[src/tcec_pkg.sv]
`timescale 1ns / 1ps
// ----------------------------------------------------------------------------
// tcec_pkg
// Shared types and constants of the text console escape and cursor unit.
// ----------------------------------------------------------------------------
package tcec_pkg;

    localparam int GLYPH_WIDTH = 8;
    localparam int LINE_HEIGHT = 16;
    localparam int HEX_DIGITS  = 6;
    localparam int MAX_RESULTS = 6;
    localparam int QUEUE_DEPTH = 4;

    localparam int CHAR_W  = 8;
    localparam int X_W     = 13;
    localparam int Y_W     = 16;
    localparam int COLOR_W = 32;
    localparam int CNT_W   = $clog2(HEX_DIGITS + 1);
    localparam int IDX_W   = $clog2(HEX_DIGITS);
    localparam int REP_W   = $clog2(MAX_RESULTS + 1);
    localparam int QPTR_W  = $clog2(QUEUE_DEPTH);
    localparam int QCNT_W  = $clog2(QUEUE_DEPTH + 1);

    localparam logic [X_W-1:0]     WIDTH_RESET = X_W'(1024);
    localparam logic [COLOR_W-1:0] COLOR_RESET = '1;

    // character codes
    localparam logic [CHAR_W-1:0] CH_NL  = 8'h0a;
    localparam logic [CHAR_W-1:0] CH_CR  = 8'h0d;
    localparam logic [CHAR_W-1:0] CH_BSL = 8'h5c;
    localparam logic [CHAR_W-1:0] CH_PCT = 8'h25;
    localparam logic [CHAR_W-1:0] CH_LBR = 8'h7b;
    localparam logic [CHAR_W-1:0] CH_RBR = 8'h7d;
    localparam logic [CHAR_W-1:0] CH_C   = 8'h43;
    localparam logic [CHAR_W-1:0] CH_QM  = 8'h3f;
    localparam logic [CHAR_W-1:0] CH_0   = 8'h30;
    localparam logic [CHAR_W-1:0] CH_9   = 8'h39;
    localparam logic [CHAR_W-1:0] CH_LA  = 8'h61;
    localparam logic [CHAR_W-1:0] CH_LF  = 8'h66;
    localparam logic [CHAR_W-1:0] CH_UA  = 8'h41;
    localparam logic [CHAR_W-1:0] CH_UF  = 8'h46;

    typedef enum logic [1:0] {
        PM_NORMAL = 2'd0,
        PM_ESCAPE = 2'd1,
        PM_HEX    = 2'd2
    } parse_mode_t;

    typedef enum logic [1:0] {
        FS_IDLE,
        FS_TOP,
        FS_NEXT
    } front_state_t;

    typedef enum logic [2:0] {
        CK_NONE,
        CK_NL,
        CK_CR,
        CK_DRAW,
        CK_COLOR,
        CK_END
    } cmd_kind_t;

    typedef struct packed {
        cmd_kind_t          kind;
        logic               wrap;
        logic               advance;
        logic               report;
        logic [CHAR_W-1:0]  glyph;
        logic [COLOR_W-1:0] color;
    } cmd_t;

    typedef struct packed {
        logic [CHAR_W-1:0] char_code;
        logic              allow_escape;
        logic              end_of_string;
    } char_word_t;

    typedef struct packed {
        logic [X_W-1:0]     pos_x;
        logic [Y_W-1:0]     pos_y;
        logic [CHAR_W-1:0]  glyph_code;
        logic [COLOR_W-1:0] draw_color;
        logic               run_last;
    } draw_word_t;

endpackage

[src/tcec_queue.sv]
`timescale 1ns / 1ps
// ----------------------------------------------------------------------------
// tcec_queue
// Small command queue between the parser front and the cursor back.
// ----------------------------------------------------------------------------
module tcec_queue (
    input  logic          clk,
    input  logic          rst_n,
    input  logic          push,
    input  tcec_pkg::cmd_t push_cmd,
    output logic          full,
    input  logic          pop,
    output logic          valid,
    output tcec_pkg::cmd_t head
);

    tcec_pkg::cmd_t                    mem_reg [tcec_pkg::QUEUE_DEPTH];
    logic [tcec_pkg::QPTR_W-1:0]       wr_ptr_reg, wr_ptr_next;
    logic [tcec_pkg::QPTR_W-1:0]       rd_ptr_reg, rd_ptr_next;
    logic [tcec_pkg::QCNT_W-1:0]       cnt_reg, cnt_next;
    logic                              do_push, do_pop;

    assign full    = (cnt_reg == tcec_pkg::QCNT_W'(tcec_pkg::QUEUE_DEPTH));
    assign valid   = (cnt_reg != '0);
    assign head    = mem_reg[rd_ptr_reg];
    assign do_push = push && !full;
    assign do_pop  = pop && valid;

    always_comb
    begin
        wr_ptr_next = wr_ptr_reg;
        rd_ptr_next = rd_ptr_reg;
        cnt_next    = cnt_reg;
        if (do_push)
        begin
            wr_ptr_next = (wr_ptr_reg == tcec_pkg::QPTR_W'(tcec_pkg::QUEUE_DEPTH - 1))
                          ? '0 : wr_ptr_reg + 1'b1;
        end
        if (do_pop)
        begin
            rd_ptr_next = (rd_ptr_reg == tcec_pkg::QPTR_W'(tcec_pkg::QUEUE_DEPTH - 1))
                          ? '0 : rd_ptr_reg + 1'b1;
        end
        if (do_push && !do_pop)
        begin
            cnt_next = cnt_reg + 1'b1;
        end
        else if (do_pop && !do_push)
        begin
            cnt_next = cnt_reg - 1'b1;
        end
    end

    always_ff @(posedge clk or negedge rst_n)
    begin
        if (!rst_n)
        begin
            wr_ptr_reg <= '0;
            rd_ptr_reg <= '0;
            cnt_reg    <= '0;
        end
        else
        begin
            wr_ptr_reg <= wr_ptr_next;
            rd_ptr_reg <= rd_ptr_next;
            cnt_reg    <= cnt_next;
        end
    end

    always_ff @(posedge clk)
    begin
        if (do_push)
        begin
            mem_reg[wr_ptr_reg] <= push_cmd;
        end
    end

endmodule

[src/tcec_front.sv]
`timescale 1ns / 1ps
// ----------------------------------------------------------------------------
// tcec_front
// Escape parser: accepts characters, classifies them and issues cursor
// commands, replaying held hex bytes when a string ends inside a colour code.
// ----------------------------------------------------------------------------
module tcec_front (
    input  logic                 clk,
    input  logic                 rst_n,
    input  logic                 char_valid,
    output logic                 char_stall,
    input  tcec_pkg::char_word_t char_data,
    output logic                 q_push,
    output tcec_pkg::cmd_t       q_cmd,
    input  logic                 q_full
);

    tcec_pkg::front_state_t          state_reg, state_next;
    tcec_pkg::parse_mode_t           mode_reg, mode_next;
    logic [tcec_pkg::CNT_W-1:0]      count_reg, count_next;
    logic [tcec_pkg::CHAR_W-1:0]     hold_reg [tcec_pkg::HEX_DIGITS];
    logic [tcec_pkg::CHAR_W-1:0]     rbuf_reg [tcec_pkg::HEX_DIGITS];
    logic [tcec_pkg::CNT_W-1:0]      ridx_reg, ridx_next;
    logic [tcec_pkg::CNT_W-1:0]      rlen_reg, rlen_next;
    logic [tcec_pkg::CHAR_W-1:0]     cur_c_reg, cur_c_next;
    logic                            cur_eos_reg, cur_eos_next;
    logic                            esc_reg, esc_next;
    logic [tcec_pkg::REP_W-1:0]      rep_reg, rep_next;

    logic                            do_byte, go_top, hold_we, start_rep;
    logic [tcec_pkg::CHAR_W-1:0]     src_c;
    logic                            src_eos, src_esc;
    logic [tcec_pkg::REP_W-1:0]      rep_base;
    logic [tcec_pkg::COLOR_W-1:0]    hex_color;

    function automatic logic [3:0] hex_val(input logic [tcec_pkg::CHAR_W-1:0] c);
        logic [tcec_pkg::CHAR_W-1:0] d;
        logic [3:0]                  v;
        v = 4'd0;
        if (c >= tcec_pkg::CH_0 && c <= tcec_pkg::CH_9)
        begin
            d = c - tcec_pkg::CH_0;
            v = d[3:0];
        end
        else if (c >= tcec_pkg::CH_LA && c <= tcec_pkg::CH_LF)
        begin
            d = c - tcec_pkg::CH_LA;
            v = d[3:0] + 4'd10;
        end
        else if (c >= tcec_pkg::CH_UA && c <= tcec_pkg::CH_UF)
        begin
            d = c - tcec_pkg::CH_UA;
            v = d[3:0] + 4'd10;
        end
        return v;
    endfunction

    function automatic tcec_pkg::cmd_t draw_cmd(input logic [tcec_pkg::CHAR_W-1:0] g,
                                                input logic adv);
        tcec_pkg::cmd_t cmd;
        cmd         = '0;
        cmd.kind    = tcec_pkg::CK_DRAW;
        cmd.glyph   = g;
        cmd.advance = adv;
        return cmd;
    endfunction

    // top-level byte: wrap check first, then newline / return / escape / glyph
    function automatic tcec_pkg::cmd_t top_cmd(input logic [tcec_pkg::CHAR_W-1:0] c,
                                               input logic esc, input logic eos);
        tcec_pkg::cmd_t cmd;
        cmd      = '0;
        cmd.kind = tcec_pkg::CK_NONE;
        if (c == tcec_pkg::CH_NL)
        begin
            cmd.kind = tcec_pkg::CK_NL;
        end
        else if (c == tcec_pkg::CH_CR)
        begin
            cmd.kind = tcec_pkg::CK_CR;
        end
        else if (c == tcec_pkg::CH_BSL && esc)
        begin
            if (eos)
            begin
                cmd = draw_cmd(tcec_pkg::CH_BSL, 1'b1);
            end
        end
        else
        begin
            cmd = draw_cmd(c, 1'b1);
        end
        cmd.wrap = 1'b1;
        return cmd;
    endfunction

    assign src_c   = (state_reg == tcec_pkg::FS_IDLE) ? char_data.char_code
                                                      : rbuf_reg[ridx_reg[tcec_pkg::IDX_W-1:0]];
    assign src_eos = (state_reg == tcec_pkg::FS_IDLE) ? char_data.end_of_string
                                                      : (ridx_reg + 1'b1 == rlen_reg);
    assign src_esc = (state_reg == tcec_pkg::FS_IDLE) ? char_data.allow_escape : esc_reg;

    // colour from the five held digits and the one arriving now
    always_comb
    begin
        hex_color = '0;
        for (int i = 0; i < tcec_pkg::HEX_DIGITS; i++)
        begin
            if (i == tcec_pkg::HEX_DIGITS - 1)
            begin
                hex_color = {hex_color[tcec_pkg::COLOR_W-5:0], hex_val(src_c)};
            end
            else
            begin
                hex_color = {hex_color[tcec_pkg::COLOR_W-5:0], hex_val(hold_reg[i])};
            end
        end
    end

    always_comb
    begin
        state_next   = state_reg;
        mode_next    = mode_reg;
        count_next   = count_reg;
        ridx_next    = ridx_reg;
        rlen_next    = rlen_reg;
        cur_c_next   = cur_c_reg;
        cur_eos_next = cur_eos_reg;
        esc_next     = esc_reg;
        rep_next     = rep_reg;
        rep_base     = rep_reg;
        char_stall   = 1'b1;
        q_push       = 1'b0;
        q_cmd        = '0;
        do_byte      = 1'b0;
        go_top       = 1'b0;
        hold_we      = 1'b0;
        start_rep    = 1'b0;

        unique case (state_reg)
            tcec_pkg::FS_IDLE:
            begin
                char_stall = q_full;
                if (char_valid && !q_full)
                begin
                    do_byte   = 1'b1;
                    esc_next  = char_data.allow_escape;
                    rep_base  = '0;
                    ridx_next = '0;
                    rlen_next = '0;
                end
            end
            tcec_pkg::FS_TOP:
            begin
                if (!q_full)
                begin
                    q_push     = 1'b1;
                    q_cmd      = top_cmd(cur_c_reg, esc_reg, cur_eos_reg);
                    state_next = tcec_pkg::FS_NEXT;
                    if (cur_c_reg == tcec_pkg::CH_BSL && esc_reg && !cur_eos_reg)
                    begin
                        mode_next = tcec_pkg::PM_ESCAPE;
                    end
                end
            end
            tcec_pkg::FS_NEXT:
            begin
                if (!q_full)
                begin
                    if (ridx_reg < rlen_reg)
                    begin
                        do_byte   = 1'b1;
                        ridx_next = ridx_reg + 1'b1;
                    end
                    else
                    begin
                        q_push     = 1'b1;
                        q_cmd.kind = tcec_pkg::CK_END;
                        state_next = tcec_pkg::FS_IDLE;
                    end
                end
            end
            default:
            begin
                state_next = tcec_pkg::FS_IDLE;
            end
        endcase

        if (do_byte)
        begin
            q_push = 1'b1;
            case (mode_reg)
                tcec_pkg::PM_ESCAPE:
                begin
                    mode_next = tcec_pkg::PM_NORMAL;
                    if (src_c == tcec_pkg::CH_BSL || src_c == tcec_pkg::CH_PCT ||
                        src_c == tcec_pkg::CH_LBR || src_c == tcec_pkg::CH_RBR)
                    begin
                        q_cmd = draw_cmd(src_c, 1'b1);
                    end
                    else if (src_c == tcec_pkg::CH_C)
                    begin
                        if (src_eos)
                        begin
                            q_cmd = draw_cmd(tcec_pkg::CH_QM, 1'b0);
                        end
                        else
                        begin
                            mode_next  = tcec_pkg::PM_HEX;
                            count_next = '0;
                        end
                    end
                    else
                    begin
                        // unknown escape: draw the backslash, then the byte at top level
                        q_cmd  = draw_cmd(tcec_pkg::CH_BSL, 1'b1);
                        go_top = 1'b1;
                    end
                end
                tcec_pkg::PM_HEX:
                begin
                    hold_we = 1'b1;
                    if (count_reg == tcec_pkg::CNT_W'(tcec_pkg::HEX_DIGITS - 1))
                    begin
                        q_cmd.kind  = tcec_pkg::CK_COLOR;
                        q_cmd.color = hex_color;
                        mode_next   = tcec_pkg::PM_NORMAL;
                        count_next  = '0;
                    end
                    else if (src_eos)
                    begin
                        q_cmd      = draw_cmd(tcec_pkg::CH_QM, 1'b0);
                        mode_next  = tcec_pkg::PM_NORMAL;
                        count_next = '0;
                        start_rep  = 1'b1;
                        ridx_next  = '0;
                        rlen_next  = count_reg + 1'b1;
                    end
                    else
                    begin
                        count_next = count_reg + 1'b1;
                    end
                end
                default:
                begin
                    mode_next = tcec_pkg::PM_NORMAL;
                    q_cmd     = top_cmd(src_c, src_esc, src_eos);
                    if (src_c == tcec_pkg::CH_BSL && src_esc && !src_eos)
                    begin
                        mode_next = tcec_pkg::PM_ESCAPE;
                    end
                end
            endcase
            cur_c_next   = src_c;
            cur_eos_next = src_eos;
            state_next   = go_top ? tcec_pkg::FS_TOP : tcec_pkg::FS_NEXT;
        end

        // results past the per-word limit still move the cursor
        if (q_push && q_cmd.kind == tcec_pkg::CK_DRAW)
        begin
            q_cmd.report = (rep_base < tcec_pkg::REP_W'(tcec_pkg::MAX_RESULTS));
            rep_next     = q_cmd.report ? rep_base + 1'b1 : rep_base;
        end
        else
        begin
            rep_next = rep_base;
        end
    end

    always_ff @(posedge clk or negedge rst_n)
    begin
        if (!rst_n)
        begin
            state_reg   <= tcec_pkg::FS_IDLE;
            mode_reg    <= tcec_pkg::PM_NORMAL;
            count_reg   <= '0;
            ridx_reg    <= '0;
            rlen_reg    <= '0;
            rep_reg     <= '0;
            esc_reg     <= 1'b0;
            cur_eos_reg <= 1'b0;
        end
        else
        begin
            state_reg   <= state_next;
            mode_reg    <= mode_next;
            count_reg   <= count_next;
            ridx_reg    <= ridx_next;
            rlen_reg    <= rlen_next;
            rep_reg     <= rep_next;
            esc_reg     <= esc_next;
            cur_eos_reg <= cur_eos_next;
        end
    end

    always_ff @(posedge clk)
    begin
        cur_c_reg <= cur_c_next;
        if (hold_we)
        begin
            hold_reg[count_reg[tcec_pkg::IDX_W-1:0]] <= src_c;
        end
        if (start_rep)
        begin
            for (int i = 0; i < tcec_pkg::HEX_DIGITS; i++)
            begin
                rbuf_reg[i] <= (tcec_pkg::CNT_W'(i) == count_reg) ? src_c : hold_reg[i];
            end
        end
    end

endmodule

[src/tcec_back.sv]
`timescale 1ns / 1ps
// ----------------------------------------------------------------------------
// tcec_back
// Cursor executor: applies queued commands to cursor and colour and
// delivers draw words, holding one back to mark the last of each character.
// ----------------------------------------------------------------------------
module tcec_back (
    input  logic                     clk,
    input  logic                     rst_n,
    input  logic                     cfg_valid,
    output logic                     cfg_ready,
    input  logic [tcec_pkg::X_W-1:0] cfg_data,
    input  logic                     q_valid,
    input  tcec_pkg::cmd_t           q_cmd,
    output logic                     q_pop,
    output logic                     draw_valid,
    input  logic                     draw_stall,
    output tcec_pkg::draw_word_t     draw_data
);

    logic [tcec_pkg::X_W-1:0]     width_reg;
    logic [tcec_pkg::X_W-1:0]     x_reg, x_next, x_wrap;
    logic [tcec_pkg::Y_W-1:0]     y_reg, y_next, y_wrap;
    logic [tcec_pkg::COLOR_W-1:0] color_reg, color_next;
    logic                         pend_valid_reg, pend_valid_next;
    tcec_pkg::draw_word_t         pend_reg, pend_next;
    logic                         out_valid_reg, out_valid_next;
    tcec_pkg::draw_word_t         out_reg, out_next;
    logic                         slot_free, need_out, wrap_hit;

    assign cfg_ready  = 1'b1;
    assign draw_valid = out_valid_reg;
    assign draw_data  = out_reg;

    assign slot_free = !out_valid_reg || !draw_stall;
    assign need_out  = pend_valid_reg &&
                       ((q_cmd.kind == tcec_pkg::CK_DRAW && q_cmd.report) ||
                        q_cmd.kind == tcec_pkg::CK_END);
    assign q_pop     = q_valid && (!need_out || slot_free);

    assign wrap_hit = q_cmd.wrap && (x_reg >= width_reg);
    assign x_wrap   = wrap_hit ? '0 : x_reg;
    assign y_wrap   = wrap_hit ? y_reg + tcec_pkg::Y_W'(tcec_pkg::LINE_HEIGHT) : y_reg;

    always_comb
    begin
        x_next          = x_reg;
        y_next          = y_reg;
        color_next      = color_reg;
        pend_valid_next = pend_valid_reg;
        pend_next       = pend_reg;
        out_valid_next  = out_valid_reg && draw_stall;
        out_next        = out_reg;

        if (q_pop)
        begin
            x_next = x_wrap;
            y_next = y_wrap;
            case (q_cmd.kind)
                tcec_pkg::CK_NL:
                begin
                    y_next = y_wrap + tcec_pkg::Y_W'(tcec_pkg::LINE_HEIGHT);
                end
                tcec_pkg::CK_CR:
                begin
                    x_next = '0;
                end
                tcec_pkg::CK_DRAW:
                begin
                    if (q_cmd.report)
                    begin
                        if (pend_valid_reg)
                        begin
                            out_next          = pend_reg;
                            out_next.run_last = 1'b0;
                            out_valid_next    = 1'b1;
                        end
                        pend_next.pos_x      = x_wrap;
                        pend_next.pos_y      = y_wrap;
                        pend_next.glyph_code = q_cmd.glyph;
                        pend_next.draw_color = color_reg;
                        pend_next.run_last   = 1'b0;
                        pend_valid_next      = 1'b1;
                    end
                    if (q_cmd.advance)
                    begin
                        x_next = x_wrap + tcec_pkg::X_W'(tcec_pkg::GLYPH_WIDTH);
                    end
                end
                tcec_pkg::CK_COLOR:
                begin
                    color_next = q_cmd.color;
                end
                tcec_pkg::CK_END:
                begin
                    // held word is the last one of the character
                    if (pend_valid_reg)
                    begin
                        out_next          = pend_reg;
                        out_next.run_last = 1'b1;
                        out_valid_next    = 1'b1;
                        pend_valid_next   = 1'b0;
                    end
                end
                default:
                begin
                end
            endcase
        end
    end

    always_ff @(posedge clk or negedge rst_n)
    begin
        if (!rst_n)
        begin
            width_reg      <= tcec_pkg::WIDTH_RESET;
            x_reg          <= '0;
            y_reg          <= '0;
            color_reg      <= tcec_pkg::COLOR_RESET;
            pend_valid_reg <= 1'b0;
            out_valid_reg  <= 1'b0;
        end
        else
        begin
            if (cfg_valid && cfg_ready)
            begin
                width_reg <= cfg_data;
            end
            x_reg          <= x_next;
            y_reg          <= y_next;
            color_reg      <= color_next;
            pend_valid_reg <= pend_valid_next;
            out_valid_reg  <= out_valid_next;
        end
    end

    always_ff @(posedge clk)
    begin
        pend_reg <= pend_next;
        out_reg  <= out_next;
    end

endmodule

[src/text_console_escape_cursor_unit.sv]
`timescale 1ns / 1ps
// ----------------------------------------------------------------------------
// text_console_escape_cursor_unit
// Text console front end: escape parsing, cursor tracking and colour state,
// producing glyph draw words.
// ----------------------------------------------------------------------------
// a new character is taken only once the last is classified and its end mark queued;
// an unknown escape adds a top-level step; a string ending inside a colour code adds
//   a replay of the held bytes, set by the parser's single byte step
// draw words pass through the command queue, a held slot and the output register
// reset: cursor at 0,0, colour all ones, screen width 1024, parser normal,
//   queue and output empty; no clearing pass
module text_console_escape_cursor_unit (
    input  logic                           clk,
    input  logic                           rst_n,
    input  logic                           cfg_valid,
    output logic                           cfg_ready,
    input  logic [tcec_pkg::X_W-1:0]       cfg_data,
    input  logic                           char_valid,
    output logic                           char_stall,
    input  tcec_pkg::char_word_t           char_data,
    output logic                           draw_valid,
    input  logic                           draw_stall,
    output tcec_pkg::draw_word_t           draw_data
);

    logic           f_push, q_full, q_valid, q_pop;
    tcec_pkg::cmd_t f_cmd, q_head;

    tcec_front u_front (
        .clk        (clk),
        .rst_n      (rst_n),
        .char_valid (char_valid),
        .char_stall (char_stall),
        .char_data  (char_data),
        .q_push     (f_push),
        .q_cmd      (f_cmd),
        .q_full     (q_full)
    );

    tcec_queue u_queue (
        .clk      (clk),
        .rst_n    (rst_n),
        .push     (f_push),
        .push_cmd (f_cmd),
        .full     (q_full),
        .pop      (q_pop),
        .valid    (q_valid),
        .head     (q_head)
    );

    tcec_back u_back (
        .clk        (clk),
        .rst_n      (rst_n),
        .cfg_valid  (cfg_valid),
        .cfg_ready  (cfg_ready),
        .cfg_data   (cfg_data),
        .q_valid    (q_valid),
        .q_cmd      (q_head),
        .q_pop      (q_pop),
        .draw_valid (draw_valid),
        .draw_stall (draw_stall),
        .draw_data  (draw_data)
    );

endmodule

[config.mk]
export PLATFORM = sky130hd
export DESIGN_NAME = text_console_escape_cursor_unit
export DESIGN_NICKNAME = d
export VERILOG_FILES = /design/src/tcec_pkg.sv /design/src/tcec_queue.sv /design/src/tcec_front.sv /design/src/tcec_back.sv /design/src/text_console_escape_cursor_unit.sv
export SDC_FILE = /design/constraint.sdc
export NUM_CORES = 1
export LEC_CHECK = 0
export ABC_AREA = 1
export BUFFER_PORTS_ARGS = -buffer_cell sky130_fd_sc_hd__buf_2
export CELL_PAD_IN_SITES_DETAIL_PLACEMENT = 0
export CELL_PAD_IN_SITES_GLOBAL_PLACEMENT = 1
export CORE_MARGIN = 4
export CORE_UTILIZATION = 50
export DETAILED_ROUTE_END_ITERATION = 10
export PLACE_DENSITY = 0.88
export SLEW_MARGIN = 10
export SYNTH_ARGS = -nofsm -noshare
export SYNTH_HDL_FRONTEND = slang
export SYNTH_SLANG_ARGS = --single-unit
[constraint.sdc]
create_clock -name clk -period 7.8 [get_ports clk]
set_clock_uncertainty 0.1 [all_clocks]
set_input_delay 1.56 -clock clk [delete_from_list [all_inputs] [get_ports clk]]
set_output_delay 1.56 -clock clk [all_outputs]
set_load 0.1 [all_outputs]
# Word-level counts from Yosys, hierarchy flattened
# Memory sizes are Yosys's and may differ from the RTL's.
# Index checks and enable logic that the tools add are counted.
# W data, S select, Z words.
# totals
elab_cells	352
output_inout_bits	73
ram_bits	280
mem_count	3
ff_bits	248
# op_classes
n_reduce_logical	60
mux	143
magnitude_cmp	39
addsub	40
eq_ne	40
# memory_table
memory	depth	word_bits	rd	rd_clocked_by_memory_dff	wr	line_no	text
u_queue.mem_reg	4	46	1	0	1	tcec_queue.sv:17	tcec_pkg::cmd_t mem_reg [tcec_pkg::QUEUE_DEPTH];
u_front.hold_reg	6	8	6	0	1	tcec_front.sv:21	logic [tcec_pkg::CHAR_W-1:0] hold_reg [tcec_pkg::HEX_DIGITS];
u_front.rbuf_reg	6	8	1	0	6	tcec_front.sv:22	logic [tcec_pkg::CHAR_W-1:0] rbuf_reg [tcec_pkg::HEX_DIGITS];
# ops
operator	n
$mux W46	10
$mux W70	3
$mux W42	4
$pmux W70 S2	1
$mux W45	3
$ge A8 B7 Y1 const B	12
$le A8 B7 Y1 const B	12
$mux W3	31
$pmux W46 S2	1
$mux W4	18
$sub A4 B1 Y4 const B	18
$mux W8	7
$add A4 B4 Y4 const B	12
$ge A8 B6 Y1 const B	6
$le A8 B6 Y1 const B	6
$mux W43	1
$eq A8 B7 Y1 const B	5
$logic_and A1 B1 Y1	33
$add A16 B5 Y16 const B	2
$eq A8 B4 Y1 const B	4
$mux W1	32
$mux W16	2
$mux W2	16
$mux W32	1
other kinds (38)	82

# Longest topological paths before layout
# depth
depth_word	19
ltp_mapped	22
depth_no_buf	20

# Cells and area by module
# A second synthesis with hierarchy kept.
# unflattened
hier_cells	2179
area_unflattened_um2	24230.7
# modules_own_cells
module	cells_per_inst	instances	area_per_inst_um2	seq_area_each_um2
tcec_back	635	1	8282.9	5776.8
tcec_queue	596	1	8045.2	5700.5
tcec_front	948	1	7902.6	3573.4

# Least setup slack after synthesis
# OpenSTA, ideal clock, no wires.
# synth_timing
path_kind	input to register
from	in char_valid
to	reg u_front.ridx_reg[0] in the netlist's numbering
arrival_time_ns	5.040
setup_slack_ns	2.538
setup_time_ns	0.122
path_buffers	1
stages	8
cell_sequence	nand3_1 nand2_2 inv_2 clkbuf_1 nor2_1 inv_1 o211ai_1 inv_1
# synth_between
elab_chain_len	7
# synth_rtl
element	line_no	text
start: declaration	text_console_escape_cursor_unit.sv:19	input logic char_valid,
$logic_and A1 B1 Y1 *	tcec_front.sv:144	if (char_valid && !q_full)
$mux W3	tcec_front.sv:144	
$pmux W3 S2	tcec_front.sv:140	unique case (state_reg)
$mux W3	tcec_front.sv:230	else if (src_eos)
$mux W3	tcec_front.sv:223	if (count_reg == tcec_pkg::CNT_W'(tcec_pkg::HEX_DIGITS - 1))
$mux W3	tcec_front.sv:192	case (mode_reg)
$mux W3 *	tcec_front.sv:189	if (do_byte)
net u_front.ridx_next (one bit)	tcec_front.sv:23	logic [tcec_pkg::CNT_W-1:0] ridx_reg, ridx_next;
end signal: assignment	tcec_front.sv:289	ridx_reg <= ridx_next;
end: declaration	tcec_front.sv:23	
# Mark *: on every way through the listed nets, which the timed path passes. The rest lies on a longest branch.
# A chain may end at the register's enable or synchronous reset.

# Final worst setup path
# layout_timing
from	reg u_queue.rd_ptr_reg[1] in the netlist's numbering
to	reg u_back.x_reg[9] in the netlist's numbering
# layout_rtl
element	line_no	text
start: declaration	tcec_queue.sv:19	logic [tcec_pkg::QPTR_W-1:0] rd_ptr_reg, rd_ptr_next;
start signal: assignment	tcec_queue.sv:65	rd_ptr_reg <= rd_ptr_next;
$mem_v2 Z4 W46	n/a	
$logic_and A1 B1 Y1	tcec_back.sv:41	assign wrap_hit = q_cmd.wrap && (x_reg >= width_reg);
$mux W13	tcec_back.sv:42	assign x_wrap = wrap_hit ? '0 : x_reg;
net u_back.x_wrap (one bit)	tcec_back.sv:22	logic [tcec_pkg::X_W-1:0] x_reg, x_next, x_wrap;
$add A13 B4 Y13	tcec_back.sv:87	x_next = x_wrap + tcec_pkg::X_W'(tcec_pkg::GLYPH_WIDTH);
$mux W13	tcec_back.sv:85	if (q_cmd.advance)
$pmux W13 S2	tcec_back.sv:59	case (q_cmd.kind)
end signal: assignment	tcec_back.sv:129	x_reg <= x_next;
end: declaration	tcec_back.sv:22	
# The timed path passes the listed nets, and every way through them passes these cells.

==> impl_metrics.toml <==
[status]
status = "finished clean"

[power_and_ir_drop]
clock_power_share_pct = 25.8
net-switching-power_mw = 3.24
p_int_mw = 5.30
power.leakage_nw = 9.61
power_frac_comb_pct = 32.1
peakVddDrop_mv = 0.208
power_density_nw_per_um2 = 364
sw_frac_of_total_pct = 38.0
seqPwrFrac_pct = 42.1

[yosys]
ys_seq_area_share_pct = 64.0
synth-seq-cells = 463
yosys.cell_types.count = 55
synth_edf_count = 373
synth.cell_area_um2 = 21100
synthArstFlopShare_pct = 19.4
synth_ff_type = "edfxtp_1"
synth.avg_cell_area_um2 = 10.7
ys_warn_count = 0
synthCells = 1972

[worst_setup_path]
cp.arrival_ps = 4870
worstSetupPathType = "flip-flop to flip-flop"
cp.required_ps = 8170
rr_startpoint = "u_queue.rd_ptr_reg[1]"
crit_start = "u_queue.rd_ptr_reg[1]"
critPathLaunchType = "flip-flop"
crit_fanout = 64
endpoint_kind = "flip-flop"

[cells_and_area]
areaGrowthSynthToFinish_pct = 11.6
largest_reg_flops = 152
fin_nets = 2153
finalNonFillerCells = 2633
n_antenna_cell = 0
layout.cells.most_common_list = "nand2_1 (481), edfxtp_1 (373), inv_1 (183), o21ai_0 (166), nor2_1 (153)"
mostFrequentLayoutCell = "nand2_1"
drive_gt1_share_pct = 13.0

[clock_network]
cts_sinks = 463
clkSlewWorstSetupHoldPaths_ps = 60
cts_resized = 0
cts_setup_buffers = 0
insertion_delay_ps = 590
cts_buffer_depth = 3
htree_levels = 2
cts_hold_buf = 0
cts_tree = "done"
root_buffer = "clkbuf_16"
cts_buffers = 47

[sta]
hold_viol = 0
setup-tns-final_ps = 0
min_period_ps = 4500
min_period_over_period_pct = 57.8
rsz0062_at_grt = "no"
worst_slew_pin_slew_ps = 1110
drv_slew = 0
timing.fmax_mhz = 222
slew_headroom_pct = 25.7
setup_viol = 0
setup_slack_ps = 3300

[route]
routedWlPerCell_um = 17.9
viasPerCell = 5.41
first_pass_iters = 5
vias = 14200
drt_iter0_drc = 1226
drt-total-wl_mm = 47.1
drc = 0
ant_nets = 0

[floorplan]
die_x_um = 213
core_area_um2 = 41200
die_y_um = 213
rows = 74
die-area_um2 = 45500
ios = 101
initial_core_util_pct = 51.1

[global_route]
grt_pass1_wl_mm = 74.4
track_usage_pct = 20.8
gr-total-overflow = 0
antenna_found_initial = 1
grt_max_degree = 79
grt_pass1_vias = 13600

[place]
dp_hpwl_mm = 31.7
placed_cells = 2545
dpl_worst_slack_ps = 3240
io_buffers = 95
finalWeightedCongestion = 0.893

[hold_path]
hp-start = "u_back.pend_reg[69]"
hold_path_class = "flip-flop to flip-flop"

[run]
drv_cap = 0
[synth_stat cells, types with 3 or more instances]
master,n,share of area [%]
edfxtp_1,373,53
xnor2_1,6,0.25
nand4_1,17,0.51
nand3b_1,5,0.18
inv_1,184,3.3
nand2_1,481,8.6
dfstp_2,26,3.2
inv_4,3,0.089
nor2_1,159,2.8
buf_2,10,0.24
or2_2,8,0.24
o21ai_2,6,0.25
buf_1,12,0.21
a21oi_1,69,1.6
nand3_2,4,0.19
o211ai_1,8,0.29
a32o_1,24,1.1
buf_6,6,0.32
buf_4,19,0.68
dfrtp_1,64,7.6
nor3_1,16,0.38
o21ai_1,13,0.31
nor2_2,7,0.21
clkbuf_1,23,0.41
ha_1,62,3.7
nor4b_1,5,0.21
o21ai_0,166,3.9
nand2_2,4,0.12
xor2_1,22,0.92
a21oi_2,3,0.12
o22ai_1,20,0.59
nand3_1,103,2.4
inv_2,8,0.14
nand2_4,7,0.37
[power groups by stage]
stage                     Combinational, mW  Clock, mW  Sequential [mW]
after global placement                 2.68          0             3.63
after detailed placement               2.73          0             3.65
after floorplan                        1.73          0             3.95
final                                  2.74       2.20             3.60
after CTS                              2.75       2.26             3.60
after global routing                   3.04       2.36             3.65
[kinds of logic after synthesis]
logic type,after synthesis,share of synthesized area [%]
and+or+nand+nor,819,16.4
adders and majority gates,63,3.78
AOI/OAI and AO/OA,327,9.00
buffers and inverters,267,5.47
muxes,3,0.154
other,2,0.0357
xor gates and xnor gates,28,1.16
DFF,463,64.0
[path summary, 6_finish.rpt]
kind	cells past startpoint	to	slack, ps
min	0	u_back.draw_data[69]	320
min in group asynchronous	1	u_back.width_reg[12]	880
max in group asynchronous	2	u_queue.rd_ptr_reg[0]	5610
max reg2reg	11	u_back.x_reg[9]	3300
min reg2reg	0	u_back.draw_data[69]	320
max	11	u_back.x_reg[9]	3300
[cell type report]
cell class	count	area, um^2
Tap cell	532	666
Timing Repair Buffer	110	591
Clock inverter	31	279
Sequential cell	463	13500
Fill cell	3464	17700
Multi-Input combinational cell	1245	6480
Inverter	195	739
Clock buffer	57	1250
[critical path, stage by stage (launching register included)]
cell	delay, ps
dfrtp_1	580
inv_2	870
o21ai_1	150
o22ai_1	800
nand2_2	400
inv_1	520
nor2_1	190
ha_1	260
nand4_1	150
nor3_1	110
xnor2_1	150
o22ai_1	80
[metal layers]
layer / GRT usage, % / up-vias / wire length [um]
li1: - / 6924 / -
met1: 30.7 / 6747 / 21900
met2: 32.3 / 490 / 21100
met3: 3.64 / 72 / 3150
met4: 5.30 / 2 / 1040
met5: 0 / - / 7
[stage by stage]
step / area (um^2) / util [%] / hold slack (ps) / total power [mW]
6_report: 23500 / 57.0 / 317 / 8.54
5_1_grt: 23500 / 57.0 / 325 / 9.05
4_1_cts: 23500 / 57.0 / 318 / 8.61
3_5_place_dp: 22000 / 53.3 / 305 / 6.38
3_3_place_gp: 22000 / 53.3 / 302 / 6.31
2_1_floorplan: 21100 / - / 300 / 5.68
No activity file was read; power rests on OpenSTA's default activity.
